### src/design/pvsm_pkg.sv
`default_nettype none
package pvsm_pkg;

    localparam int VOICE_COUNT_DEF = 5;

    // Input opcodes
    localparam logic [1:0] OP_TICK = 2'd0;
    localparam logic [1:0] OP_SET  = 2'd1;
    localparam logic [1:0] OP_OFF  = 2'd2;

    // Configuration register indexes
    localparam int CFG_ADDR_W = 3;
    localparam int CFG_DATA_W = 20;
    localparam logic [CFG_ADDR_W-1:0] CFG_SAMPLE_RATE = 3'd0;
    localparam logic [CFG_ADDR_W-1:0] CFG_PAN_STEP    = 3'd1;
    localparam logic [CFG_ADDR_W-1:0] CFG_PAN_MIN     = 3'd2;
    localparam logic [CFG_ADDR_W-1:0] CFG_PAN_SWEEP   = 3'd3;
    localparam logic [CFG_ADDR_W-1:0] CFG_MIX_LIMIT   = 3'd4;

    // Register reset values
    localparam logic [19:0] RST_SAMPLE_RATE = 20'd87934;
    localparam logic [15:0] RST_PAN_STEP    = 16'd1400;
    localparam logic [7:0]  RST_PAN_MIN     = 8'd72;
    localparam logic [7:0]  RST_PAN_SWEEP   = 8'd160;
    localparam logic [15:0] RST_MIX_LIMIT   = 16'd250;

    // Period divider widths: 20 bit sample rate over 16 bit freq
    localparam int DIV_NUM_W = 20;
    localparam int DIV_DEN_W = 16;
    localparam logic [6:0] DUTY_MAX = 7'd100;

    // On count = product / 100 as (product * ceil(2^32 / 100)) >> 32,
    // exact for products below 2^27
    localparam int PCT_RECIP_W = 26;
    localparam logic [PCT_RECIP_W-1:0] PCT_RECIP = 26'd42949673;
    localparam int PCT_SHIFT = 32;

    function automatic logic [7:0] pan_left_fixed(input logic [2:0] idx);
        logic [7:0] g;
        unique case (idx)
            3'd0:    g = 8'd96;
            3'd1:    g = 8'd240;
            3'd2:    g = 8'd220;
            3'd4:    g = 8'd190;
            default: g = 8'd128;
        endcase
        return g;
    endfunction

    function automatic logic [7:0] pan_right_fixed(input logic [2:0] idx);
        logic [7:0] g;
        unique case (idx)
            3'd0:    g = 8'd240;
            3'd1:    g = 8'd96;
            3'd2:    g = 8'd120;
            3'd4:    g = 8'd190;
            default: g = 8'd128;
        endcase
        return g;
    endfunction

endpackage
`default_nettype wire

### src/design/pvsm_div.sv
`default_nettype none
// Restoring divider, one quotient bit per cycle.
module pvsm_div #(
    parameter int NUM_W = pvsm_pkg::DIV_NUM_W,
    parameter int DEN_W = pvsm_pkg::DIV_DEN_W
) (
    input  wire logic             i_clk,
    input  wire logic             i_rst_n,
    input  wire logic             i_start,
    input  wire logic [NUM_W-1:0] i_dividend,
    input  wire logic [DEN_W-1:0] i_divisor,
    output logic                  o_busy,
    output logic                  o_done,
    output logic [NUM_W-1:0]      o_quotient
);

    localparam int CNT_W = $clog2(NUM_W);

    logic             r_busy;
    logic             r_done;
    logic [CNT_W-1:0] r_cnt;
    logic [NUM_W-1:0] r_quo;
    logic [DEN_W-1:0] r_rem;
    logic [DEN_W-1:0] r_den;
    logic [DEN_W:0]   rem_shift;
    logic             fits;

    assign rem_shift = {r_rem, r_quo[NUM_W-1]};
    assign fits      = rem_shift >= {1'b0, r_den};

    always_ff @(posedge i_clk) begin
        if (!i_rst_n) begin
            r_busy <= 1'b0;
            r_done <= 1'b0;
            r_cnt  <= '0;
        end else begin
            r_done <= 1'b0;
            if (i_start && !r_busy) begin
                r_busy <= 1'b1;
                r_cnt  <= '0;
            end else if (r_busy) begin
                r_cnt <= r_cnt + 1'b1;
                if (r_cnt == CNT_W'(NUM_W - 1)) begin
                    r_busy <= 1'b0;
                    r_done <= 1'b1;
                end
            end
        end
    end

    always_ff @(posedge i_clk) begin
        if (i_start && !r_busy) begin
            r_quo <= i_dividend;
            r_rem <= '0;
            r_den <= i_divisor;
        end else if (r_busy) begin
            r_quo <= {r_quo[NUM_W-2:0], fits};
            r_rem <= fits ? DEN_W'(rem_shift - {1'b0, r_den}) : rem_shift[DEN_W-1:0];
        end
    end

    assign o_busy     = r_busy;
    assign o_done     = r_done;
    assign o_quotient = r_quo;

    a_done_after_busy: assert property (@(posedge i_clk) disable iff (!i_rst_n)
        o_done |-> $past(r_busy))
        else $error("divider done without a running division");

    a_done_idle: assert property (@(posedge i_clk) disable iff (!i_rst_n)
        o_done |-> !r_busy)
        else $error("divider done while still busy");

    a_run_length: assert property (@(posedge i_clk) disable iff (!i_rst_n)
        (i_start && !r_busy) |=> r_busy && (r_cnt == '0))
        else $error("divider did not start cleanly");

endmodule
`default_nettype wire

### config.mk
export PLATFORM = sky130hd
export DESIGN_NAME = pvsm_div
export DESIGN_NICKNAME = d
export VERILOG_FILES = /design/src/design/pvsm_pkg.sv /design/src/design/pvsm_div.sv
export SDC_FILE = /design/constraint.sdc
export NUM_CORES = 1
export LEC_CHECK = 0
export ABC_AREA = 1
export BUFFER_PORTS_ARGS = -buffer_cell sky130_fd_sc_hd__clkbuf_2
export CAP_MARGIN = 25
export CORE_AREA = 3 3 99 101
export DETAILED_ROUTE_END_ITERATION = 8
export DIE_AREA = 0 0 102 104
export GPL_ROUTABILITY_DRIVEN = 0
export PLACE_DENSITY_LB_ADDON = 0.3
export SLEW_MARGIN = 10
export SYNTH_ARGS = -nofsm -noshare
export SYNTH_HDL_FRONTEND = slang
export SYNTH_SLANG_ARGS = --single-unit
### constraint.sdc
create_clock -name i_clk -period 3.88 [get_ports i_clk]
set_clock_uncertainty 0.2 [all_clocks]
set_input_delay 0.388 -clock i_clk [delete_from_list [all_inputs] [get_ports i_clk]]
set_output_delay 0.388 -clock i_clk [all_outputs]
set_load 0.1 [all_outputs]
=== Word-level counts from Yosys, hierarchy flattened ===
Cells that the tools add are included.

* Register bits: 59
* Latch bits: 0
* Memory bits (writable): 0
* Memory bits (read-only): 0
* Bits of input ports: 39
* Output and inout port bits: 22
* Memories kept: 0

* Add/subtract/negate cells: 2
* $mul: 0
* Div/mod/pow operators: 0
* $lt $le $gt $ge: 1
* Equal/unequal tests: 1
* Shift-type cells: 0
* Multiplexer cells: 7
* Bitwise gates (word level): 2
* Reductions and logical operators: 5

{| class="wikitable"
|+ Operators with widths
! cell !! number
|-
| two-way mux 20 bit || 2
|-
| >= comparator 17 x 16 -> 1 bit || 1
|-
| two-way mux 16 bit || 1
|-
| subtractor 16 bit || 1
|-
| adder 5 x 1 -> 5 bit (second input constant) || 1
|-
| == test 5 bit (second input constant) || 1
|-
| two-way mux 1 bit || 4
|-
| OR reduction 3 bit || 1
|-
| inverter 1 bit || 2
|-
| nonzero test 2 bit || 1
|-
| OR reduction 2 bit || 1
|-
| logical AND 1 bit || 1
|-
| zero test 1 bit || 1
|}

=== Depth between registers and ports, before layout ===
Gate-level depths: netlist (run 1).

* Word-level depth: 4
* Depth in mapped cells: 14
* Gate-level depth less buffers: 14

=== Least setup slack after synthesis (run 1) ===
OpenSTA, ideal clock, no wires.

* Path kind: reg2reg
* From: register r_quo[19] (netlist: o_quotient[19])
* To: register r_rem[14]
* Arrival: 2.409 ns
* Required time: 3.568 ns
* Setup slack: 1.159 ns
* Cell stages (with the launch flop): 12
* Buffers on the path: 0
* Clock period less this slack: 2.721 ns
* Cells stage by stage: edfxtp_1 -> inv_1 -> ha_1 -> fa_1 -> nor2_1 -> nor2_1 -> o21ai_1 -> nand2_1 -> nand3_1 -> nand3_2 -> nand2_1 -> nand2_1

* Word-level cells in the longest chain between the ends: 2

{| class="wikitable"
|+ Ends and longest elaborated chain
! item !! RTL line !! text
|-
| start, declared || pvsm_div.sv:22 || <nowiki>logic [NUM_W-1:0] r_quo;</nowiki>
|-
| start signal, assigned || pvsm_div.sv:53 || <nowiki>r_quo <= i_dividend;</nowiki>
|-
| start signal, assigned || pvsm_div.sv:57 || <nowiki>r_quo <= {r_quo[NUM_W-2:0], fits};</nowiki>
|-
| subtractor 16 bit or >= comparator 17 x 16 -> 1 bit (tied branches) || pvsm_div.sv:58, pvsm_div.sv:29 ||
|-
| two-way mux 16 bit (*) || pvsm_div.sv:58 || <nowiki>r_rem <= fits ? DEN_W'(rem_shift - {1'b0, r_den}) : rem_shift[DEN_W-1:0];</nowiki>
|-
| end signal, assigned || pvsm_div.sv:58 ||
|-
| end, declared || pvsm_div.sv:23 || <nowiki>logic [DEN_W-1:0] r_rem;</nowiki>
|}

Mark *: on every way between the ends. The rest lies on a longest branch, timed or not.
A chain may end at the register's enable or synchronous reset.

=== Worst setup path in the final report (run 1) ===
* From: register r_busy (netlist: o_busy)
* To: output o_busy

{| class="wikitable"
|+ RTL lines
! item !! RTL line !! text
|-
| start, declared || pvsm_div.sv:19 || <nowiki>logic r_busy;</nowiki>
|-
| start signal, assigned || pvsm_div.sv:33 || <nowiki>r_busy <= 1'b0;</nowiki>
|-
| start signal, assigned || pvsm_div.sv:39 || <nowiki>r_busy <= 1'b1;</nowiki>
|-
| start signal, assigned || pvsm_div.sv:44 || <nowiki>r_busy <= 1'b0;</nowiki>
|-
| end, declared || pvsm_div.sv:12 || <nowiki>output logic o_busy,</nowiki>
|}

No word-level cell between the ends.

==> reports/results.txt, run 1 <==
synth unique cells: 35
# rows: 35
final hold vios: 0
post-placement cell count: 625
die height: 104 µm
CTS Buf Count: 9
Finished Core Util: 45.33%
Final #Nets: 583
Slew @ Worst Pin: 718.2 ps
drt via density: 4.768
antenna fix cells: 0
initial antenna violation count: 0
Worst Setup End Kind: primary output
worst relative slew slack: 51.94%
clk sink count: 59
Initial Utilization: 38.80%
DR pass1 iterations: 4
fmax: 433.7 MHz
first-pass GRT wire length: 13.86 mm
Max Root-Sink Buffers: 2
Pint: 1.414 mW
clock power share: 21.1%
max-slew violations: 0
minimum clock period: 2306 ps
CP Launch Type: flip-flop
hold_buf cts: 1
DRC: 0
final setup vio count: 0
Layout area overhead: 16.81%
Seq/Total Area, Yosys: 43.61%
worst setup margin: 1574 ps
Slowest-stage cell, CP: dfxtp_1
Max Fanout on Critical Path: 13
Crit Path Category: flip-flop to primary output
CTS tree: built
post-DP HPWL: 6.282 mm
H-tree levels: 3
IO Pins: 61
period utilization: 59.43%
async set-or-reset flop fraction in the synthesized netlist: 0%
buffer count from post-CTS setup fixing: 0
Ys Warns: 0
Synth Register Bits: 59
vias in the first global route: 2991
Die Span X: 102 µm
PortBufs: 60
post-synthesis cell count: 462
Avg Inst Size Synth: 7.651 µm²
largest net degree at the start of global routing: 37
final WL: 8.093 mm
post-route insts no fill: 642
sw frac: 44.55%
Worst Hold Class: input port to flip-flop
most frequent cells in the layout: nand2_1, inv_1, clkbuf_2, nand3_1, edfxtp_1
WP data required: 3290 ps
CP peak stage delay: 620 ps
CORE AREA: 9109 µm²
P_leak: 2.152 nW
Avg WL per Cell: 12.61 µm
die area: 10610 µm²
clk_lat worst skew: 330 ps
pre-CTS setup slack: 1704 ps
combinational power share: 45.8%
RSZ-0062 raised after global routing: false
drt initial violations: 132
setup TNS: 0 ps
Post-synth EDFFs: 36
Synth Cell Area: 3535 µm²
share of layout cells above drive strength 1: 19.40%
grt ovf: 0
Peak VDD IR: 0.3713 mV
status: complete, no violations
worst path arrival time: 1720 ps
Net Switching: 1.136 mW
Vias: 3061
family with the most delay on the worst path: buffers and inverters
Resized Gates After CTS: 0
Pwr Density: 617.8 nW/µm²
final antenna-violating net count: 0
Mapped Nets: 519
Reg clk slew, reported paths: 70 ps
max_cap viols: 0
crit-path cells: buf_4, clkbuf_2
Top FF cell, synth: edfxtp_1
GR Util All Layers: 16.28%
commonest non-fill, non-tap cell in the layout: nand2_1
Tot Pwr: 2.551 mW
power share of the sequential group: 33.2%
Worst Path Buf+Inv: 2
root buf cell: clkbuf_8
## flip-flops by register name, indices dropped and copies added, names as in the netlist
register	cells
o_done	1
o_quotient	20
r_cnt	5
o_busy	1
r_den	16
r_rem	16
## synthesized netlist by cell type, types with 6 or more instances
library cell	count	area, µm²
nor3_1	7	35.03
clkbuf_1	6	22.52
ha_1	17	212.7
nand3b_1	7	52.55
nor2_1	22	82.58
dfxtp_1	23	460.4
nand2_1	171	641.9
a21oi_1	9	45.04
nand3_1	37	185.2
edfxtp_1	36	1081
o21ai_0	8	40.04
inv_1	72	270.3
## routing by layer
| metal | track usage [%] | vias to the layer above | share of wire (%) |
|---|---|---|---|
| met1 | 22.33 | 1386 | 48 |
| met2 | 24.93 | 75 | 46 |
| li1 | - | 1593 | - |
| met5 | 0 | - | 0 |
| met4 | 5.061 | 0 | 1.1 |
| met3 | 4.292 | 7 | 5.5 |
## through the flow
stage	hold WS (ps)	area (µm²)
3_5_place_dp	267.5	3926
6_report	32.23	4129
5_1_grt	6.981	4129
4_1_cts	0.4281	4129
3_3_place_gp	262.3	3926
2_1_floorplan	243.6	3535
## cells by family (layout without fill, tap and decap cells)
family,count (synthesis),after routing,synth area share [%]
flip-flops,59,59,43.61
adder cells (fa/ha/maj),18,18,6.584
multiplexers,1,1,0.2832
AO/OA/AOI/OAI,24,24,4.107
AND/OR/NAND/NOR,267,267,33.77
buffers and inverters,86,155,9.911
XOR/XNOR,7,7,1.735
## worst paths after layout
path,end,depth (start not counted),start,slack (ps)
max,o_busy,2,o_busy,1570
max reg2reg,r_rem[14],11,o_quotient[19],1690
min,r_den[15],1,i_divisor[15],30
min reg2reg,r_rem[8],2,r_rem[8],270
## worst reg2reg max path: cells and delay by family, from the launching register on
kind                       cells  cell delay (ps)
buffers and inverters          1               80
AOI/OAI and AO/OA              1              210
DFF                            1              350
and+or+nand+nor                7              610
adders and majority gates      2              640
## area by class of cell
class,count,area [µm²]
clock inverter,7,68.82
fill,918,4980
multi-input combinational,317,1645
timing repair buffer,63,325.3
clock buffer,9,123.9
inverter,76,285.3
sequential,59,1541
tap,111,138.9
## power by group through the flow
stage / clock (mW) / sequential [mW] / combinational, mW
after floorplan: 0 / 1.06 / 0.733
after global placement: 0 / 0.856 / 1.14
after detailed placement: 0 / 0.854 / 1.16
after CTS: 0.560 / 0.845 / 1.17
after global routing: 0.587 / 0.856 / 1.30
final: 0.538 / 0.846 / 1.17
(Power assumes the default switching activity.)
==> run 2, diff against run 1 <==
==> constraint.sdc (replaced) <==
create_clock -name i_clk -period 2.3 [get_ports i_clk]
set_clock_uncertainty 0.2 [all_clocks]
set_input_delay 0.23 -clock i_clk [delete_from_list [all_inputs] [get_ports i_clk]]
set_output_delay 0.23 -clock i_clk [all_outputs]
set_load 0.1 [all_outputs]
==> run 2 against run 1 <==
Combinational power grew 85%. Highest routed layer unchanged. First-iteration DRC count is 12% higher. Power rose by 81%. Hold slack improved by 39 ps. Largest power group unchanged. Clock power increased by 91%. Largest cell class unchanged. Critical endpoint is now r_rem[4].
==> reports/results.txt, run 2 (same netlist as run 1, synthesis figures left out) <==
status: complete, no violations
Die Span X: 102 µm
vias in the first global route: 3297
commonest non-fill, non-tap cell in the layout: nand2_1
antenna fix cells: 0
Slowest-stage cell, CP: ha_2
DR pass1 iterations: 4
Worst Setup End Kind: flip-flop
most frequent cells in the layout: nand2_1, inv_1, clkbuf_2, nand3_1
final setup vio count: 0
r2r endpoint: r_rem[4]
Reg clk slew, reported paths: 70 ps
Max Root-Sink Buffers: 2
cell area after layout: 4624 µm²
pre-CTS setup slack: 115.4 ps
Peak VDD IR: 0.5698 mV
CP most frequent cell: nand2_2
Max Fanout on Critical Path: 16
Worst Hold Class: input port to flip-flop
max-slew violations: 0
sequential cell area: 1541 µm²
Layout area overhead: 30.83%
CTS tree: built
Vias: 3246
PortBufs: 60
root buf cell: clkbuf_8
sw frac: 42.59%
R2R Setup Slk: 130 ps
crit-path cells: inv_1, ha_2, nand2_2, nor2_2, nand4_1, nand2_2, nor2_8, buf_12, nand2_8, nand2_1, nand3_1, o21ai_0
clk sink count: 59
initial antenna violation count: 0
CORE AREA: 9109 µm²
GR Util All Layers: 16.75%
CP peak stage delay: 380 ps
combinational power share: 46.9%
worst setup margin: 131.8 ps
Initial Utilization: 38.80%
post-DP HPWL: 5.970 mm
period utilization: 94.27%
worst relative slew slack: 51.37%
Largest register FFs: 20
Pwr Density: 996.0 nW/µm²
Hold Path Depth: 3
die height: 104 µm
final antenna-violating net count: 0
clk_lat worst skew: 340 ps
Hold Path Sink: o_quotient[0]
clock power share: 22.4%
first-pass GRT wire length: 14.44 mm
Net Switching: 1.962 mW
fmax: 461.2 MHz
P_leak: 2.321 nW
drt initial violations: 148
fill count: 876
minimum clock period: 2168 ps
CP Launch Type: flip-flop
IO Pins: 61
worst path arrival time: 2160 ps
area occupied by multi-input gates: 1708 µm²
power share of the sequential group: 30.7%
WP data required: 2290 ps
share of layout cells above drive strength 1: 21.33%
Tot Pwr: 4.606 mW
Final #Nets: 624
Placed Area: 3973 µm²
die area: 10610 µm²
Avg WL per Cell: 12.29 µm
final WL: 8.391 mm
largest net degree at the start of global routing: 29
H-tree levels: 3
hold_sp: i_dividend[0]
reg2reg path depth: 12
# rows: 35
grt ovf: 0
max_cap viols: 0
DRC: 0
Reg-to-Reg Start: r_den[7]
Crit Path Category: flip-flop to flip-flop
drt via density: 4.753
final hold vios: 0
Slew @ Worst Pin: 726.8 ps
CTS Buf Count: 9
Pint: 2.645 mW
==> run 2: metal layers <==
| layer | GRT usage [%] | wire length [µm] |
|---|---|---|
| met1 | 21.93 | 3804 |
| met2 | 26.37 | 3960 |
| met3 | 4.091 | 469 |
| met4 | 6.560 | 156 |
| met5 | 0 | 0 |
==> run 2: worst max-delay path: cells and delay by family (launching register included) <==
| kind | cells | cell delay, ps |
|---|---|---|
| simple gates | 8 | 860 |
| fa+ha+maj | 1 | 380 |
| flops | 1 | 320 |
| buf+inv | 2 | 180 |
| compound gates | 1 | 80 |
==> run 2: repair_timing <==
action | 4_1_cts | 5_1_grt
endpoints found under the setup margin | 0 | 16
hold buffers | 36 | 0
buffers inserted | 0 | 3
gates resized for setup | 0 | 9
hold endpoints to repair | 37 | 0
==> run 2: power groups by stage <==
stage | combinational [mW] | clock [mW] | sequential [mW]
6_report | 2.16 | 1.03 | 1.41
5_1_grt | 2.41 | 1.10 | 1.43
4_1_cts | 2.03 | 1.06 | 1.41
3_5_place_dp | 1.97 | 0 | 1.42
3_3_place_gp | 1.95 | 0 | 1.43
2_1_floorplan | 1.26 | 0 | 1.79
==> run 2: worst max-delay path by stage <==
stage | end | slack [ps] | start | depth (start not counted)
floorplan | r_rem[14] | -240 | o_quotient[19] | 11
finish | r_rem[4] | 130 | r_den[7] | 12
global placement | r_rem[2] | 160 | r_den[4] | 11
CTS | r_rem[10] | 100 | r_den[5] | 11
detailed placement | r_rem[4] | 120 | r_den[14] | 11
global route | r_rem[4] | -8 | r_den[8] | 12
==> run 2: layout make-up <==
cell class | instances | share of cell area, %
clock buffers | 10 | 2.760
multi-input cells | 317 | 36.93
well taps | 111 | 3.003
repair buffers | 104 | 15.85
flip-flops and latches | 59 | 33.33
clock inverters | 6 | 1.948
inverters | 76 | 6.169
==> run 2: stage by stage <==
| stage | std cells | util (%) | setup TNS (ps) | hold slack [ps] |
|---|---|---|---|---|
| 2_1_floorplan | 462 | - | -1726 | 128.9 |
| 3_5_place_dp | 628 | 43.61 | 0 | 208.7 |
| 5_1_grt | 683 | 50.77 | -7.914 | 103.8 |
| 3_3_place_gp | 628 | 43.61 | 0 | 207.1 |
| 6_report | 683 | 50.77 | 0 | 71.64 |
| 4_1_cts | 680 | 49.96 | 0 | 72.88 |
